==> src/hw/rtl/lda_gibbs_topic_sampler_core_defines.svh <==
// Assertion helpers for the topic sampler
`ifndef LDA_GIBBS_TOPIC_SAMPLER_CORE_DEFINES_SVH
`define LDA_GIBBS_TOPIC_SAMPLER_CORE_DEFINES_SVH

// Check a consequence in the same cycle
`define LGTS_ASSERT_NOW(lbl, ante, cons, msg) \
  lbl: assert property (@(posedge clk) disable iff (!rst_n) (ante) |-> (cons)) else $error(msg);

// Check a consequence in the next cycle
`define LGTS_ASSERT_NEXT(lbl, ante, cons, msg) \
  lbl: assert property (@(posedge clk) disable iff (!rst_n) (ante) |=> (cons)) else $error(msg);

`endif

==> src/hw/rtl/lgts_pkg.sv <==
`default_nettype none
package lgts_pkg;

  localparam int MAX_DOCS   = 4096;
  localparam int MAX_TOPICS = 64;
  localparam int MAX_VOCAB  = 16384;

  localparam int DOC_W   = 12;
  localparam int WORD_W  = 14;
  localparam int TOPIC_W = 6;
  localparam int RND_W   = 32;
  localparam int NT_W    = 7;
  localparam int VOC_W   = 15;
  localparam int PRI_W   = 24;

  localparam int DT_W    = 16;
  localparam int TW_W    = 24;
  localparam int TT_W    = 32;
  localparam int DT_AW   = DOC_W + TOPIC_W;
  localparam int TW_AW   = TOPIC_W + WORD_W;
  localparam int CLR_W   = TW_AW;

  localparam int A_W     = 33;
  localparam int B_W     = 41;
  localparam int VB_W    = PRI_W + VOC_W;
  localparam int DEN_W   = 49;
  localparam int NUM_W   = 74;
  localparam int WGT_W   = 42;
  localparam int CUM_W   = 48;
  localparam int CNT_W   = 7;

  typedef struct packed {
    logic               kind;
    logic [DOC_W-1:0]   doc_id;
    logic [WORD_W-1:0]  word_id;
    logic [TOPIC_W-1:0] topic;
    logic [RND_W-1:0]   random;
  } in_word_t;

  typedef struct packed {
    logic [TOPIC_W-1:0] new_topic;
    logic               status;
  } out_word_t;

  typedef enum logic [1:0] {
    CFG_ALPHA = 2'd0,
    CFG_BETA  = 2'd1,
    CFG_NTOP  = 2'd2,
    CFG_VOCAB = 2'd3
  } cfg_idx_t;

  typedef enum logic [4:0] {
    OP_CLR, OP_IDLE, OP_RM_RD, OP_RM_WR, OP_W_RD, OP_W_AB, OP_W_M0, OP_W_M1,
    OP_W_M2, OP_DIV_GO, OP_DIV_WAIT, OP_W_ACC, OP_P0, OP_P1, OP_P2, OP_S_RD,
    OP_S_CMP, OP_AD_RD, OP_AD_WR, OP_OUT
  } lgts_op_t;

  typedef struct packed {
    lgts_op_t op;
  } lgts_cmd_t;

  typedef struct packed {
    logic clr_done;
    logic item_err;
    logic item_kind;
    logic k_last;
    logic div_busy;
    logic hit;
    logic out_free;
  } lgts_sts_t;

endpackage
`default_nettype wire

==> src/hw/rtl/lgts_ctrl.sv <==
`default_nettype none
module lgts_ctrl import lgts_pkg::*; (
  input  wire logic      clk,
  input  wire logic      rst_n,
  input  wire logic      in_valid,
  output logic           in_stall,
  input  wire lgts_sts_t sts,
  output lgts_cmd_t      cmd
);

  typedef enum logic [4:0] {
    S_CLR, S_IDLE, S_RM_RD, S_RM_WR, S_W_RD, S_W_AB, S_W_M0, S_W_M1, S_W_M2,
    S_DIV_GO, S_DIV_WAIT, S_W_ACC, S_P0, S_P1, S_P2, S_S_RD, S_S_CMP,
    S_AD_RD, S_AD_WR, S_OUT
  } state_t;

  state_t state_r, state_nxt;
  logic   in_stall_r;

  // next state
  always_comb begin
    state_nxt = state_r;
    unique case (state_r)
      S_CLR:      if (sts.clr_done) state_nxt = S_IDLE;
      S_IDLE: begin
        if (in_valid) begin
          if (sts.item_err) state_nxt = S_OUT;
          else if (!sts.item_kind) state_nxt = S_AD_RD;
          else state_nxt = S_RM_RD;
        end
      end
      S_RM_RD:    state_nxt = S_RM_WR;
      S_RM_WR:    state_nxt = S_W_RD;
      S_W_RD:     state_nxt = S_W_AB;
      S_W_AB:     state_nxt = S_W_M0;
      S_W_M0:     state_nxt = S_W_M1;
      S_W_M1:     state_nxt = S_W_M2;
      S_W_M2:     state_nxt = S_DIV_GO;
      S_DIV_GO:   state_nxt = S_DIV_WAIT;
      S_DIV_WAIT: if (!sts.div_busy) state_nxt = S_W_ACC;
      S_W_ACC:    state_nxt = sts.k_last ? S_P0 : S_W_RD;
      S_P0:       state_nxt = S_P1;
      S_P1:       state_nxt = S_P2;
      S_P2:       state_nxt = S_S_RD;
      S_S_RD:     state_nxt = S_S_CMP;
      S_S_CMP:    state_nxt = (sts.hit || sts.k_last) ? S_AD_RD : S_S_RD;
      S_AD_RD:    state_nxt = S_AD_WR;
      S_AD_WR:    state_nxt = S_OUT;
      S_OUT:      if (sts.out_free) state_nxt = S_IDLE;
      default:    state_nxt = S_CLR;
    endcase
  end

  // hold state and the input stall
  always_ff @(posedge clk) begin
    if (!rst_n) begin
      state_r    <= S_CLR;
      in_stall_r <= 1'b1;
    end else begin
      state_r    <= state_nxt;
      in_stall_r <= (state_nxt != S_IDLE);
    end
  end

  assign in_stall = in_stall_r;

  // decode command
  always_comb begin
    unique case (state_r)
      S_CLR:      cmd.op = OP_CLR;
      S_IDLE:     cmd.op = OP_IDLE;
      S_RM_RD:    cmd.op = OP_RM_RD;
      S_RM_WR:    cmd.op = OP_RM_WR;
      S_W_RD:     cmd.op = OP_W_RD;
      S_W_AB:     cmd.op = OP_W_AB;
      S_W_M0:     cmd.op = OP_W_M0;
      S_W_M1:     cmd.op = OP_W_M1;
      S_W_M2:     cmd.op = OP_W_M2;
      S_DIV_GO:   cmd.op = OP_DIV_GO;
      S_DIV_WAIT: cmd.op = OP_DIV_WAIT;
      S_W_ACC:    cmd.op = OP_W_ACC;
      S_P0:       cmd.op = OP_P0;
      S_P1:       cmd.op = OP_P1;
      S_P2:       cmd.op = OP_P2;
      S_S_RD:     cmd.op = OP_S_RD;
      S_S_CMP:    cmd.op = OP_S_CMP;
      S_AD_RD:    cmd.op = OP_AD_RD;
      S_AD_WR:    cmd.op = OP_AD_WR;
      S_OUT:      cmd.op = OP_OUT;
      default:    cmd.op = OP_CLR;
    endcase
  end

endmodule
`default_nettype wire

==> config.mk <==
export PLATFORM = sky130hd
export DESIGN_NAME = lgts_ctrl
export DESIGN_NICKNAME = d
export VERILOG_FILES = /design/src/hw/rtl/lda_gibbs_topic_sampler_core_defines.svh /design/src/hw/rtl/lgts_pkg.sv /design/src/hw/rtl/lgts_ctrl.sv
export SDC_FILE = /design/constraint.sdc
export NUM_CORES = 1
export LEC_CHECK = 0
export CORE_MARGIN = 2
export CORE_UTILIZATION = 30
export DETAILED_ROUTE_END_ITERATION = 10
export DONT_BUFFER_PORTS = 1
export GPL_TIMING_DRIVEN = 0
export HOLD_SLACK_MARGIN = 0.12
export PLACE_DENSITY = 0.54
export SETUP_SLACK_MARGIN = 0.02
export SKIP_LAST_GASP = 1
export SLEW_MARGIN = 40
export SYNTH_ARGS = -nofsm -noshare
export SYNTH_HDL_FRONTEND = slang
export SYNTH_SLANG_ARGS = --single-unit
==> constraint.sdc <==
create_clock -name clk -period 2.3 [get_ports clk]
set_input_delay 0.115 -clock clk [delete_from_list [all_inputs] [get_ports clk]]
set_output_delay 0.115 -clock clk [all_outputs]
set_load 0.005 [all_outputs]
Word-level counts from Yosys, hierarchy flattened:

Memories as Yosys holds them, arrays and structs flattened. A register that Yosys moved wholly into a read port is not among the register bits.
Cells that the tools add are included.

* bits of input ports: 10
* RAM bits: 0
* flip-flop bits (word level): 6
* latch bits: 0
* logic and storage cells: 35
* output and inout port bits: 6
* memory bits (read-only): 160
* memories kept: 1

* reduce and logical (&&, ||, !) cells: 2
* multipliers: 0
* div/mod/pow operators: 0
* eq/ne operators: 20
* bitwise operators: 0
* shifts and indexed selects: 0
* multiplexer cells: 10
* order comparisons: 0
* $add $sub $neg: 0

Memories
* (no name shown): words 32, bits a word 5, read ports 1, clocked after memory_dff 1, write ports 0, RTL line lgts_ctrl.sv:69 `unique case (state_r)`

Operator list (count)
* one-hot mux 5 bit (20 select lines): 1
* == test 5 x 4 -> 1 bit, second input constant: 8
* 2-to-1 mux 5 bit: 8
* == test 5 x 3 -> 1 bit, second input constant: 4
* == test 5 bit, second input constant: 4
* == test 5 x 2 -> 1 bit, second input constant: 2
* == test 5 x 1 -> 1 bit, second input constant: 1
* zero test 5 bit: 1
* inequality test 5 x 1 -> 1 bit, second input constant: 1
* 2-to-1 mux 4 bit: 1
* logical OR 1 bit: 1

Logic depth before layout (Yosys ltp):

Gate-level depths: netlist of the first run.

* depth after elaboration: 5
* mapped depth: 6
* mapped depth without buffers: 5

Worst setup path before layout of the first run:

No wires, ideal clock.

* path kind: register to register
* from: reg state_r[3]
* to: reg in_stall_r, in the netlist in_stall
* buffers on the path: 1
* data required time: 2.235 ns
* setup slack: 0.930 ns
* period minus slack after synthesis: 1.370 ns
* arrival time: 1.305 ns
* setup time: 0.065 ns
* stages on the path, launching flop included: 7
* cells stage by stage: dfxtp_1 > buf_6 > or3b_4 > a31o_1 > o22ai_2 > a31oi_1 > nand4b_1

* longest elaborated chain between the ends: 3
* elaborated cells on any way between the ends: 26
* classes of those cells: eq/ne: 20; mux: 5; reduce/logical: 1

Ends and longest elaborated chain
* start, declared: RTL line lgts_ctrl.sv:17 `state_t state_r, state_nxt;`
* start signal, assigned: RTL line lgts_ctrl.sv:60 `state_r <= state_nxt;`
* == test 5 bit (tied with other cells): RTL line lgts_ctrl.sv:23 `unique case (state_r)`
* one-hot mux 5 bit (20 select lines) *: RTL line lgts_ctrl.sv:23
* inequality test 5 x 1 -> 1 bit *: RTL line lgts_ctrl.sv:61 `in_stall_r <= (state_nxt != S_IDLE);`
* end signal, assigned: RTL line lgts_ctrl.sv:61
* end, declared: RTL line lgts_ctrl.sv:18 `logic in_stall_r;`

Mark *: on every way between the ends. The rest lies on a longest branch, timed or not.
A chain may end at the register's enable or synchronous reset.

Worst setup path in the final report of the first run:

Ends and elaborated chain as after synthesis.

==> results of run 1 <==
## layout make-up
| cell class | instances | area [um2] |
|---|---|---|
| Clock inverter | 1 | 5.00 |
| Timing Repair Buffer | 1 | 10.0 |
| Tap cell | 27 | 33.8 |
| Inverter | 2 | 7.51 |
| Fill cell | 212 | 1270 |
| Multi-Input combinational cell | 59 | 359 |
| Buffer | 5 | 48.8 |
| Clock buffer | 3 | 22.5 |
| Sequential cell | 11 | 220 |
## worst max-delay path: stages (launching register included)
cell	delay (ns)
dfxtp_1	0.31
buf_6	0.13
or3b_4	0.42
a31o_1	0.20
o22ai_2	0.19
a31oi_1	0.08
nand4b_1	0.10
## layout by cell type (no fill, tap or decap)
cell type | synthesis | final
dlygate4sd3_1 | 0 | 1
clkinv_2 | 0 | 1
nor3b_1 | 2 | 2
nand3_1 | 2 | 2
buf_4 | 2 | 2
nand2_1 | 8 | 8
o22ai_2 | 1 | 1
a21oi_1 | 3 | 3
xnor2_1 | 1 | 1
and2_1 | 4 | 4
dfxtp_1 | 11 | 11
a32o_1 | 2 | 2
a31oi_1 | 1 | 1
a21o_1 | 1 | 1
o211ai_1 | 1 | 1
inv_1 | 2 | 2
mux2i_1 | 1 | 1
nand4b_1 | 2 | 2
o2bb2ai_1 | 1 | 1
a21oi_2 | 1 | 1
a31o_1 | 1 | 1
nand2b_1 | 1 | 1
o22ai_1 | 2 | 2
o21ai_0 | 7 | 7
nor2b_1 | 4 | 4
nor3_1 | 1 | 1
buf_6 | 3 | 3
or3b_4 | 1 | 1
nand3b_1 | 2 | 2
nor2_1 | 8 | 8
clkbuf_4 | 0 | 3
o21bai_1 | 1 | 1
## timing repair
action / 4_1_cts / 5_1_grt
gates resized for setup: 0 / 0
hold endpoints to repair: 10 / 0
hold buffers: 1 / 0
## state kept, by name, summed over array words and instances, names as in the netlist
name      flops
in_stall      1
cmd           5
state_r       5
## worst paths after layout
kind | startpoint | depth (start not counted) | end | slack (ns)
min reg2reg | state_r[3]$_SDFF_PN0_ | 4 | in_stall$_SDFF_PN1_ | 0.73
max reg2reg | state_r[3]$_SDFF_PN0_ | 6 | in_stall$_SDFF_PN1_ | 0.81
max | state_r[3]$_SDFF_PN0_ | 6 | in_stall$_SDFF_PN1_ | 0.81
min | sts[2] | 3 | in_stall$_SDFF_PN1_ | 0.14
## power by group through the flow
stage	sequential, W	clock (W)	combinational, W
floorplan	0.000269	0	0.000287
global placement	0.000276	0	0.000345
detailed placement	0.000276	0	0.000345
CTS	0.000273	0.000136	0.000348
global route	0.000278	0.000145	0.000397
finish	0.000272	0.000127	0.000349
## layer usage
metal / track usage, % / vias up
li1: - / 283
met1: 14.2 / 260
met2: 20.2 / 23
met3: 7.27 / 0
met4: 2.78 / 0
met5: 0 / -
## stage by stage
step | cell area, um2 | instances | utilization (%) | power (W) | hold slack (ns)
floorplan | 636 | 77 | - | 0.000557 | 0.237
global placement | 669 | 104 | 33.8 | 0.000621 | 0.238
detailed placement | 669 | 104 | 33.8 | 0.000622 | 0.240
CTS | 707 | 109 | 35.7 | 0.000756 | 0.129
global route | 707 | 109 | 35.7 | 0.000820 | 0.172
finish | 707 | 109 | 35.7 | 0.000748 | 0.139
## cell families after synthesis
logic type | Yosys count | synth area share [%]
flip-flops | 11 | 34.6
AO/OA/AOI/OAI | 22 | 23.6
multiplexers | 1 | 1.57
buffers and inverters | 7 | 8.86
XOR/XNOR | 1 | 1.38
AND/OR/NAND/NOR | 35 | 29.9
==> summary.txt, run 1 <==
Diode count - 0
Max H-tree Level - 1
Core ar. - 0.00198 mm2
CTS Root Cell - clkbuf_4
Final WS setup - 0.807 ns
Final antenna-violating net count - 0
Wire length of the first global-routing pass - 2320 um
Post-CTS Setup Bufs - 0
Fin crit period - 1.49 ns
Ys flop type - dfxtp_1
Register area share after synthesis - 34.6%
Slew Viols, Final - 0
Synthesized area - 636 um2
Cells after Synth - 77
Reg power frac - 36.3%
Status - complete, no violations
Net Sw Frac - 37.4%
Critical setup path kind - register to register
Cell taking the most area after synthesis - dfxtp_1
Met3 wire len - 128 um
Avg Cell Area, Syn - 8.25 um2
Sink Count - 11
TritonCTS clock tree - built
Initial Utilization - 32.1%
Comb pwr share - 46.7%
Synth top cells by count - 11 x dfxtp_1, 8 x nand2_1, 8 x nor2_1
PwrDens - 1060 mW/mm2
Largest net degree at the start of global routing - 11
DR pass1 iterations - 4
Netlist cell types - 29
Async SR Flop Fraction - 0%
Worst Hold Class - input pin to register
CP required - 2.51 ns
Final setup vio count - 0
Pint - 0.000469 W
Count of routing violations after the opening detailed-route iteration - 26
Fin crit share - 64.9%
Hpwl dp - 1010 um
Max-cap check violation count - 0
Area grow syn2layout - 11.2%
Count leader, synth - dfxtp_1
Slew @ Worst Pin - 0.298 ns
Total Routing Usage GR - 12.6%
GRT overflow - 0
DP Worst Slack - 0.815 ns
Fmax - 0.670 GHz
Max Fanout on Critical Path - 10
Syn nets - 87
Initial antenna violation count - 0
Share of layout cells above drive strength 1 - 14.6%
Max Used Layer - met3
Top area cells in the synthesized netlist - dfxtp_1 35%, o21ai_0 5.5%, buf_6 5.3%
CP arrival - 1.70 ns
Routability cong. - 0.769
Worst vdd ir - 0.397 mV
Routed via count - 566
Synth Register Bits - 11
Vias per inst - 5.19
Clock-pin slew on the worst setup and hold paths - 0.07 ns
Net Switching - 0.000279 W
Skew-Pair Late Insertion Delay - 0.27 ns
Die Wd - 50.0 um
Post-route DRC violation count - 0
Final clock skew - 0.00369 ns
Io pins - 16
Die H - 50.0 um
Leakage - 0.255 nW
Synth top area share - 34.6%
CTS Buf Count - 3
Routed wire length - 1350 um
Ys Warns - 0
Worst setup EP type - register
Die area - 0.00250 mm2
Setup TNS Final - 0 ns
Longest Clk Path Bufs - 2
Clock power share - 17.0%
Metal2 WL - 626 um
Port bufs - 0
# rows - 16
Slew HR - 80.1%
Fin nets - 93
Worst Setup Start Kind - register
Post-synth EDFFs - 0
DR WL/cell - 12.4 um
RSZ-0062 raised after global routing - no
Final Hold Vio Count - 0
Vias in the first global route - 560
Metal-1 WL - 593 um
Power figures use the tool's default switching activity.
==> inputs of run 2 (changes only) <==
--- a/config.mk
+++ b/config.mk
@@ -5,6 +5,8 @@
 export SDC_FILE = /design/constraint.sdc
 export NUM_CORES = 1
 export LEC_CHECK = 0
+export ABC_AREA = 1
+export CORE_ASPECT_RATIO = 0.6
 export CORE_MARGIN = 2
 export CORE_UTILIZATION = 30
 export DETAILED_ROUTE_END_ITERATION = 10
==> constraint.sdc (replaced) <==
create_clock -name clk -period 1.5 [get_ports clk]
set_input_delay 0.075 -clock clk [delete_from_list [all_inputs] [get_ports clk]]
set_output_delay 0.075 -clock clk [all_outputs]
set_load 0.005 [all_outputs]
==> run 2 against run 1 <==
  * Die area rose by 6.1%
  * Hold slack improved by 0.041 ns
  * Final area is 9.7% higher
  * Flip-flop and latch count is the same
  * Via count grew 19%
  * Sequential share of layout area decreased by 2.6 points
  * Fmax grew 9.9%
  * Synthesized cell count increased by 42%
  * First-iteration DRC count is 130% higher
  * Utilization is 0.46 points higher
  * Critical path depth up 3
  * Critical endpoint unchanged
  * Largest cell class unchanged
  * Largest power group unchanged
==> summary.txt, run 2 <==
Synth top area share - 32.7% (was 34.6%)
Vias in the first global route - 522 (was 560)
CP required - 1.64 ns (was 2.51 ns)
Worst path max stage delay - 0.39 ns (was 0.42 ns)
Max H-tree Level - 1 (unchanged)
WP buf/inv - 1 (unchanged)
Worst Hold Class - input pin to register (unchanged)
Count of routing violations after the opening detailed-route iteration - 61 (was 26)
Area of the multi-input gates - 394 um2 (was 359 um2)
Syn nets - 119 (was 87)
Hold WS - 0.180 ns (was 0.139 ns)
Post-CTS Setup Bufs - 0 (unchanged)
Final clock skew - 0.00175 ns (was 0.00369 ns)
Most common cell after layout, fill and taps aside - nand2_1 (was dfxtp_1)
CTS Buf Count - 3 (unchanged)
Io pins - 16 (unchanged)
Avg Cell Area, Syn - 6.19 um2 (was 8.25 um2)
Post-route DRC violation count - 0 (unchanged)
Wire length of the first global-routing pass - 2500 um (was 2320 um)
Clock-pin slew on the worst setup and hold paths - 0.05 ns (was 0.07 ns)
Placed inst area - 712 um2 (was 669 um2)
TritonCTS clock tree - built (unchanged)
Ys Warns - 0 (unchanged)
Design Area, Final - 776 um2 (was 707 um2)
Die Wd - 65.2 um (was 50.0 um)
Slowest-stage cell, CP - dfxtp_1 (was or3b_4)
Hold Startpoint - in_valid (was sts[2])
Routed wire length - 1630 um (was 1350 um)
Initial antenna violation count - 0 (unchanged)
# rows - 13 (was 16)
Port bufs - 0 (unchanged)
Max-cap check violation count - 0 (unchanged)
Vias per inst - 4.69 (was 5.19)
Die area - 0.00266 mm2 (was 0.00250 mm2)
Critical setup path kind - register to register (unchanged)
Final setup vio count - 0 (unchanged)
Slew HR - 78.8% (was 80.1%)
Final Hold Vio Count - 0 (unchanged)
Top area cells in the synthesized netlist - dfxtp_1 33%, nand2_1 14%, nor2_1 13% (was dfxtp_1 35%, o21ai_0 5.5%, buf_6 5.3%)
Count leader, synth - nand2_1 (was dfxtp_1)
Synthesized area - 674 um2 (was 636 um2)
Synth top cells by count - 25 x nand2_1, 23 x nor2_1, 15 x nand3_1 (was 11 x dfxtp_1, 8 x nand2_1, 8 x nor2_1)
Final antenna-violating net count - 0 (unchanged)
GRT overflow - 0 (unchanged)
Async SR Flop Fraction - 0% (unchanged)
Core ar. - 0.00215 mm2 (was 0.00198 mm2)
Fmax - 0.736 GHz (was 0.670 GHz)
Crit path max-delay family - simple AND/OR/NAND/NOR gates (unchanged)
Total Routing Usage GR - 14.1% (was 12.6%)
Highest-count cells in the layout ignoring fill and taps - 25 x nand2_1, 20 x nor2_1, 15 x nand3_1 (was 11 x dfxtp_1, 8 x nor2_1, 8 x nand2_1)
Ys flop type - dfxtp_1 (unchanged)
Worst setup EP type - register (unchanged)
Share of layout cells above drive strength 1 - 16.7% (was 14.6%)
CP arrival - 1.49 ns (was 1.70 ns)
Die H - 40.7 um (was 50.0 um)
Routed via count - 675 (was 566)
Fin crit share - 90.5% (was 64.9%)
Initial Utilization - 31.4% (was 32.1%)
Worst vdd ir - 0.589 mV (was 0.397 mV)
Leakage - 0.403 nW (was 0.255 nW)
Sink Count - 11 (unchanged)
Diode count - 0 (unchanged)
RSZ-0062 raised after global routing - no (unchanged)
Area grow syn2layout - 15.0% (was 11.2%)
Cell chain of the critical path - inv_1 > nand2_1 > nand2_2 > nand3_1 > nand3_1 > nor2_1 > nand2_1 > nor2_1 > nand2_1 (was buf_6 > or3b_4 > a31o_1 > o22ai_2 > a31oi_1 > nand4b_1)
FF+latch area - 221 um2 (was 220 um2)
Largest net degree at the start of global routing - 11 (unchanged)
Fin crit period - 1.36 ns (was 1.49 ns)
CP startpoint - state_r[0]$_SDFF_PN0_ (was state_r[3]$_SDFF_PN0_)
Fill count - 260 (was 212)
Skew-Pair Late Insertion Delay - 0.24 ns (was 0.27 ns)
Most common cell on crit path - nand2_1
Register area share after synthesis - 32.7% (was 34.6%)
Fin nets - 125 (was 93)
Netlist cell types - 15 (was 29)
Cells after Synth - 109 (was 77)
DR WL/cell - 11.3 um (was 12.4 um)
Synth Register Bits - 11 (unchanged)
Slew @ Worst Pin - 0.315 ns (was 0.298 ns)
Slew Viols, Final - 0 (unchanged)
Hpwl dp - 1290 um (was 1010 um)
Reg-to-Reg Start - state_r[0]$_SDFF_PN0_ (was state_r[3]$_SDFF_PN0_)
Flop2flop setup slack - 0.14 ns (was 0.81 ns)
Max Fanout on Critical Path - 5 (was 10)
Status - complete, no violations (unchanged)
Cell taking the most area after synthesis - dfxtp_1 (unchanged)
Longest Clk Path Bufs - 2 (unchanged)
CTS Root Cell - clkbuf_8 (was clkbuf_4)
Worst Setup Start Kind - register (unchanged)
DR pass1 iterations - 4 (unchanged)
Setup TNS Final - 0 ns (unchanged)
PwrDens - 1750 mW/mm2 (was 1060 mW/mm2)
Post-synth EDFFs - 0 (unchanged)
Routability cong. - 0.844 (was 0.769)
## run 2: power by group
| group | total, W | internal [W] | switching, W |
|---|---|---|---|
| clock | 0.000299 | 0.000187 | 0.000112 |
| combinational | 0.000603 | 0.000202 | 0.000400 |
| sequential | 0.000452 | 0.000382 | 0.0000696 |
| total | 0.00135 | 0.000772 | 0.000582 |
## run 2: timing repair
item / 4_1_cts / 5_1_grt
endpoints found under the setup margin: 0 / 1
endpoints found under the hold margin: 11 / 0
hold buffers: 1 / 0
resized for setup: 0 / 4
## run 2: worst paths after layout
| path | endpoint | cells after the start |
|---|---|---|
| max | in_stall$_SDFF_PN1_ | 9 |
| min | in_stall$_SDFF_PN1_ | 4 |
| max reg2reg | in_stall$_SDFF_PN1_ | 9 |
| min reg2reg | cmd[3]$_SDFF_PP0_ | 5 |
## run 2: logic make-up after synthesis
| logic type | after synthesis | share of synthesized area [%] |
|---|---|---|
| simple gates | 75 | 50.3 |
| buf+inv | 14 | 10.0 |
| compound gates | 9 | 7.05 |
| flops | 11 | 32.7 |
## run 2: layout make-up
type / count / share of cell area, %
Multi-Input combinational cell: 84 / 50.8
Sequential cell: 11 / 28.5
Clock buffer: 4 / 5.81
Inverter: 12 / 5.81
Tap cell: 30 / 4.84
Buffer: 2 / 2.90
Timing Repair Buffer: 1 / 1.29
## run 2: tightest hold or removal path, delay by kind of cell
kind	cells	cell delay, ns
simple gates	4	0.32
## run 2: metrics by stage
step,setup slack (ns),power (W),util (%),instances
finish,0.142,0.00135,36.1,144
global route,0.00391,0.00147,36.1,144
CTS,0.101,0.00134,35.7,144
detailed placement,0.112,0.00103,33.2,139
global placement,0.0929,0.00103,33.2,139
floorplan,0.315,0.000901,-,109
## run 2: per-layer routing
layer	GRT usage [%]	share of wire [%]	up-vias
met5	0	0	-
met4	9.38	3.3	0
met3	6.59	10	4
met2	15.3	33	25
met1	20.4	53	287
li1	-	-	359
==> inputs of run 3 (changes only) <==
--- a/config.mk
+++ b/config.mk
@@ -5,8 +5,6 @@
 export SDC_FILE = /design/constraint.sdc
 export NUM_CORES = 1
 export LEC_CHECK = 0
-export ABC_AREA = 1
-export CORE_ASPECT_RATIO = 0.6
 export CORE_MARGIN = 2
 export CORE_UTILIZATION = 30
 export DETAILED_ROUTE_END_ITERATION = 10
==> run 3 against run 2 <==
  * Clock power fell by 34%
  * Routed wire length decreased by 13%
  * Combinational power shrank 11%
  * Sequential share of layout area up 2.4 points
  * Via count decreased by 16%
  * Register-to-register slack lost 0.04 ns
  * Fmax down 2.9%
  * Utilization rose by 1.2 points
  * Hold slack lost 0.014 ns
  * Critical path type unchanged
  * Critical endpoint unchanged
==> summary.txt, run 3 (synthesized netlist as in run 1, its figures left out) <==
R2R cell count - 5 (was 9)
Met2 Use GR - 20.4% (was 15.3%)
DR WL/cell - 12.7 um (was 11.3 um)
Die H - 50.0 um (was 40.7 um)
Clock-pin slew on the worst setup and hold paths - 0.07 ns (was 0.05 ns)
Top Usage Layer GRT - met2 (was met1)
Final Hold Vio Count - 0 (unchanged)
WP buf/inv - 0 (was 1)
Worst setup EP type - register (unchanged)
Die Wd - 50.0 um (was 65.2 um)
Vias in the first global route - 567 (was 522)
GRT met1 Usage - 14.4% (was 20.4%)
Met3 Use GR - 6.97% (was 6.59%)
Slew @ Worst Pin - 0.309 ns (was 0.315 ns)
Status - complete, no violations (unchanged)
Reg-to-Reg Start - state_r[4]$_SDFF_PN0_ (was state_r[0]$_SDFF_PN0_)
Skew-Pair Late Insertion Delay - 0.27 ns (was 0.24 ns)
Instance count on the critical path - 5 (was 9)
Core ar. - 0.00198 mm2 (was 0.00215 mm2)
Leakage - 0.270 nW (was 0.403 nW)
Slew Viols, Final - 0 (unchanged)
Io pins - 16 (unchanged)
Hold path endpoint - state_r[1]$_SDFF_PN0_ (was in_stall$_SDFF_PN1_)
FF-to-FF End - in_stall$_SDFF_PN1_ (unchanged)
Hold Startpoint - sts[5] (was in_valid)
CTS Buf Count - 3 (unchanged)
Count of routing violations after the opening detailed-route iteration - 6 (was 61)
Total Routing Usage GR - 12.6% (was 14.1%)
PwrDens - 1580 mW/mm2 (was 1750 mW/mm2)
Routed wire length - 1410 um (was 1630 um)
Largest net degree at the start of global routing - 11 (unchanged)
Diode count - 0 (unchanged)
Fmax - 0.715 GHz (was 0.736 GHz)
Routability cong. - 0.769 (was 0.844)
Crit path max-delay family - simple AND/OR/NAND/NOR gates (unchanged)
Port bufs - 0 (unchanged)
Highest-count cells in the layout ignoring fill and taps - 8 x nor2_1, 8 x nand2_1, 8 x dfxtp_1 (was 25 x nand2_1, 20 x nor2_1, 15 x nand3_1)
Pwr Total - 0.00117 W (was 0.00135 W)
Initial Utilization - 32.1% (was 31.4%)
Worst path max stage delay - 0.41 ns (was 0.39 ns)
RSZ-0062 raised after global routing - yes (was no)
TritonCTS clock tree - built (unchanged)
Initial antenna violation count - 0 (unchanged)
Fill count - 209 (was 260)
Routed via count - 567 (was 675)
Hold depth - 4 (unchanged)
GRT overflow - 0 (unchanged)
Slowest-stage cell, CP - or3b_4 (was dfxtp_1)
# rows - 16 (was 13)
Vias per inst - 5.11 (was 4.69)
CP required - 1.71 ns (was 1.64 ns)
Area grow syn2layout - 16.5% (was 15.0%)
Share of layout cells above drive strength 1 - 22.6% (was 16.7%)
Post-route DRC violation count - 0 (unchanged)
CP arrival - 1.61 ns (was 1.49 ns)
CTS Root Cell - clkbuf_4 (was clkbuf_8)
Flop2flop setup slack - 0.10 ns (was 0.14 ns)
Fin crit period - 1.40 ns (was 1.36 ns)
Die area - 0.00250 mm2 (was 0.00266 mm2)
Longest Clk Path Bufs - 2 (unchanged)
Critical setup path kind - register to register (unchanged)
Max-cap check violation count - 0 (unchanged)
Wire length of the first global-routing pass - 2330 um (was 2500 um)
Worst Setup Start Kind - register (unchanged)
Setup TNS Final - 0 ns (unchanged)
DR pass1 iterations - 4 (unchanged)
Fin nets - 95 (was 125)
Fin crit share - 93.3% (was 90.5%)
Slew HR - 79.3% (was 78.8%)
Worst Hold Class - input pin to register (unchanged)
Hpwl dp - 1010 um (was 1290 um)
Fin util - 37.4% (was 36.1%)
Final antenna-violating net count - 0 (unchanged)
Final clock skew - 0.00325 ns (was 0.00175 ns)
Worst vdd ir - 0.608 mV (was 0.589 mV)
Sink Count - 11 (unchanged)
Max Fanout on Critical Path - 5 (unchanged)
Final setup vio count - 0 (unchanged)
Max H-tree Level - 1 (unchanged)
Cell chain of the critical path - or3b_4 > a31o_1 > o22ai_2 > a31oi_1 > nand4b_1 (was inv_1 > nand2_1 > nand2_2 > nand3_1 > nand3_1 > nor2_1 > nand2_1 > nor2_1 > nand2_1)
[run 3: cell count changes in the layout (fill, tap and decap cells not counted), sizes merged, moves of 3 or more]
cell	before	now
and2	0	4
nand3	15	2
o22ai	0	3
nor2	26	8
buf	2	6
nor2b	0	4
nand2	30	8
inv	12	2
[run 3: metal layers]
| layer | up-vias | share of wire [%] |
|---|---|---|
| li1 | 286 | - |
| met1 | 261 | 43 |
| met2 | 20 | 48 |
| met3 | 0 | 8.9 |
| met4 | 0 | 0 |
| met5 | - | 0 |
[run 3: power breakdown]
group          total [W]  switching, W  internal [W]  leakage (nW)
registers       0.000434     0.0000592      0.000375        0.0920
clock network   0.000197     0.0000983     0.0000987        0.0177
logic           0.000539      0.000283      0.000256         0.161
total            0.00117      0.000440      0.000730         0.270
[run 3: worst max path at each step]
stage,from,endpoint
2_1_floorplan,state_r[3]$_SDFF_PN0_,in_stall$_SDFF_PN1_
3_3_place_gp,state_r[3]$_SDFF_PN0_,in_stall$_SDFF_PN1_
3_5_place_dp,state_r[3]$_SDFF_PN0_,cmd[4]$_SDFF_PP0_
4_1_cts,state_r[2]$_SDFF_PN0_,in_stall$_SDFF_PN1_
5_1_grt,state_r[0]$_SDFF_PN0_,state_r[4]$_SDFF_PN0_
6_report,state_r[4]$_SDFF_PN0_,in_stall$_SDFF_PN1_
[run 3: final cells by class]
type	instances	area (um2)	area share, %
inverter	2	7.51	1.01
multi-input combinational	59	370	50.0
sequential	11	229	30.9
clock buffer	3	22.5	3.04
clock inverter	1	5.00	0.676
tap	27	33.8	4.56
timing repair buffer	5	42.5	5.74
buffer	3	30.0	4.05
[run 3: per-stage QoR]
| stage | setup WS, ns | hold WS, ns | std cells | cell area (um2) |
|---|---|---|---|---|
| 3_5_place_dp | 0.0149 | 0.200 | 104 | 669 |
| 5_1_grt | 0.00730 | 0.192 | 111 | 741 |
| 3_3_place_gp | 0.0181 | 0.198 | 104 | 669 |
| 4_1_cts | 0.0245 | 0.155 | 110 | 717 |
| 2_1_floorplan | 0.130 | 0.197 | 77 | 636 |
| 6_report | 0.101 | 0.166 | 111 | 741 |
[run 3: worst min-delay path, stage by stage]
cell and delay (ns):
nor2_1 0.02, o22ai_2 0.15, a21oi_2 0.07, nor2_1 0.08
[run 3: repair_timing]
action | in CTS | in global routing
setup endpoints to repair | 3 | 5
resized for setup | 0 | 9
setup buffers | 1 | 2
hold buffers | 2 | 0
pin swaps | 2 | 5
hold endpoints to repair | 11 | 0
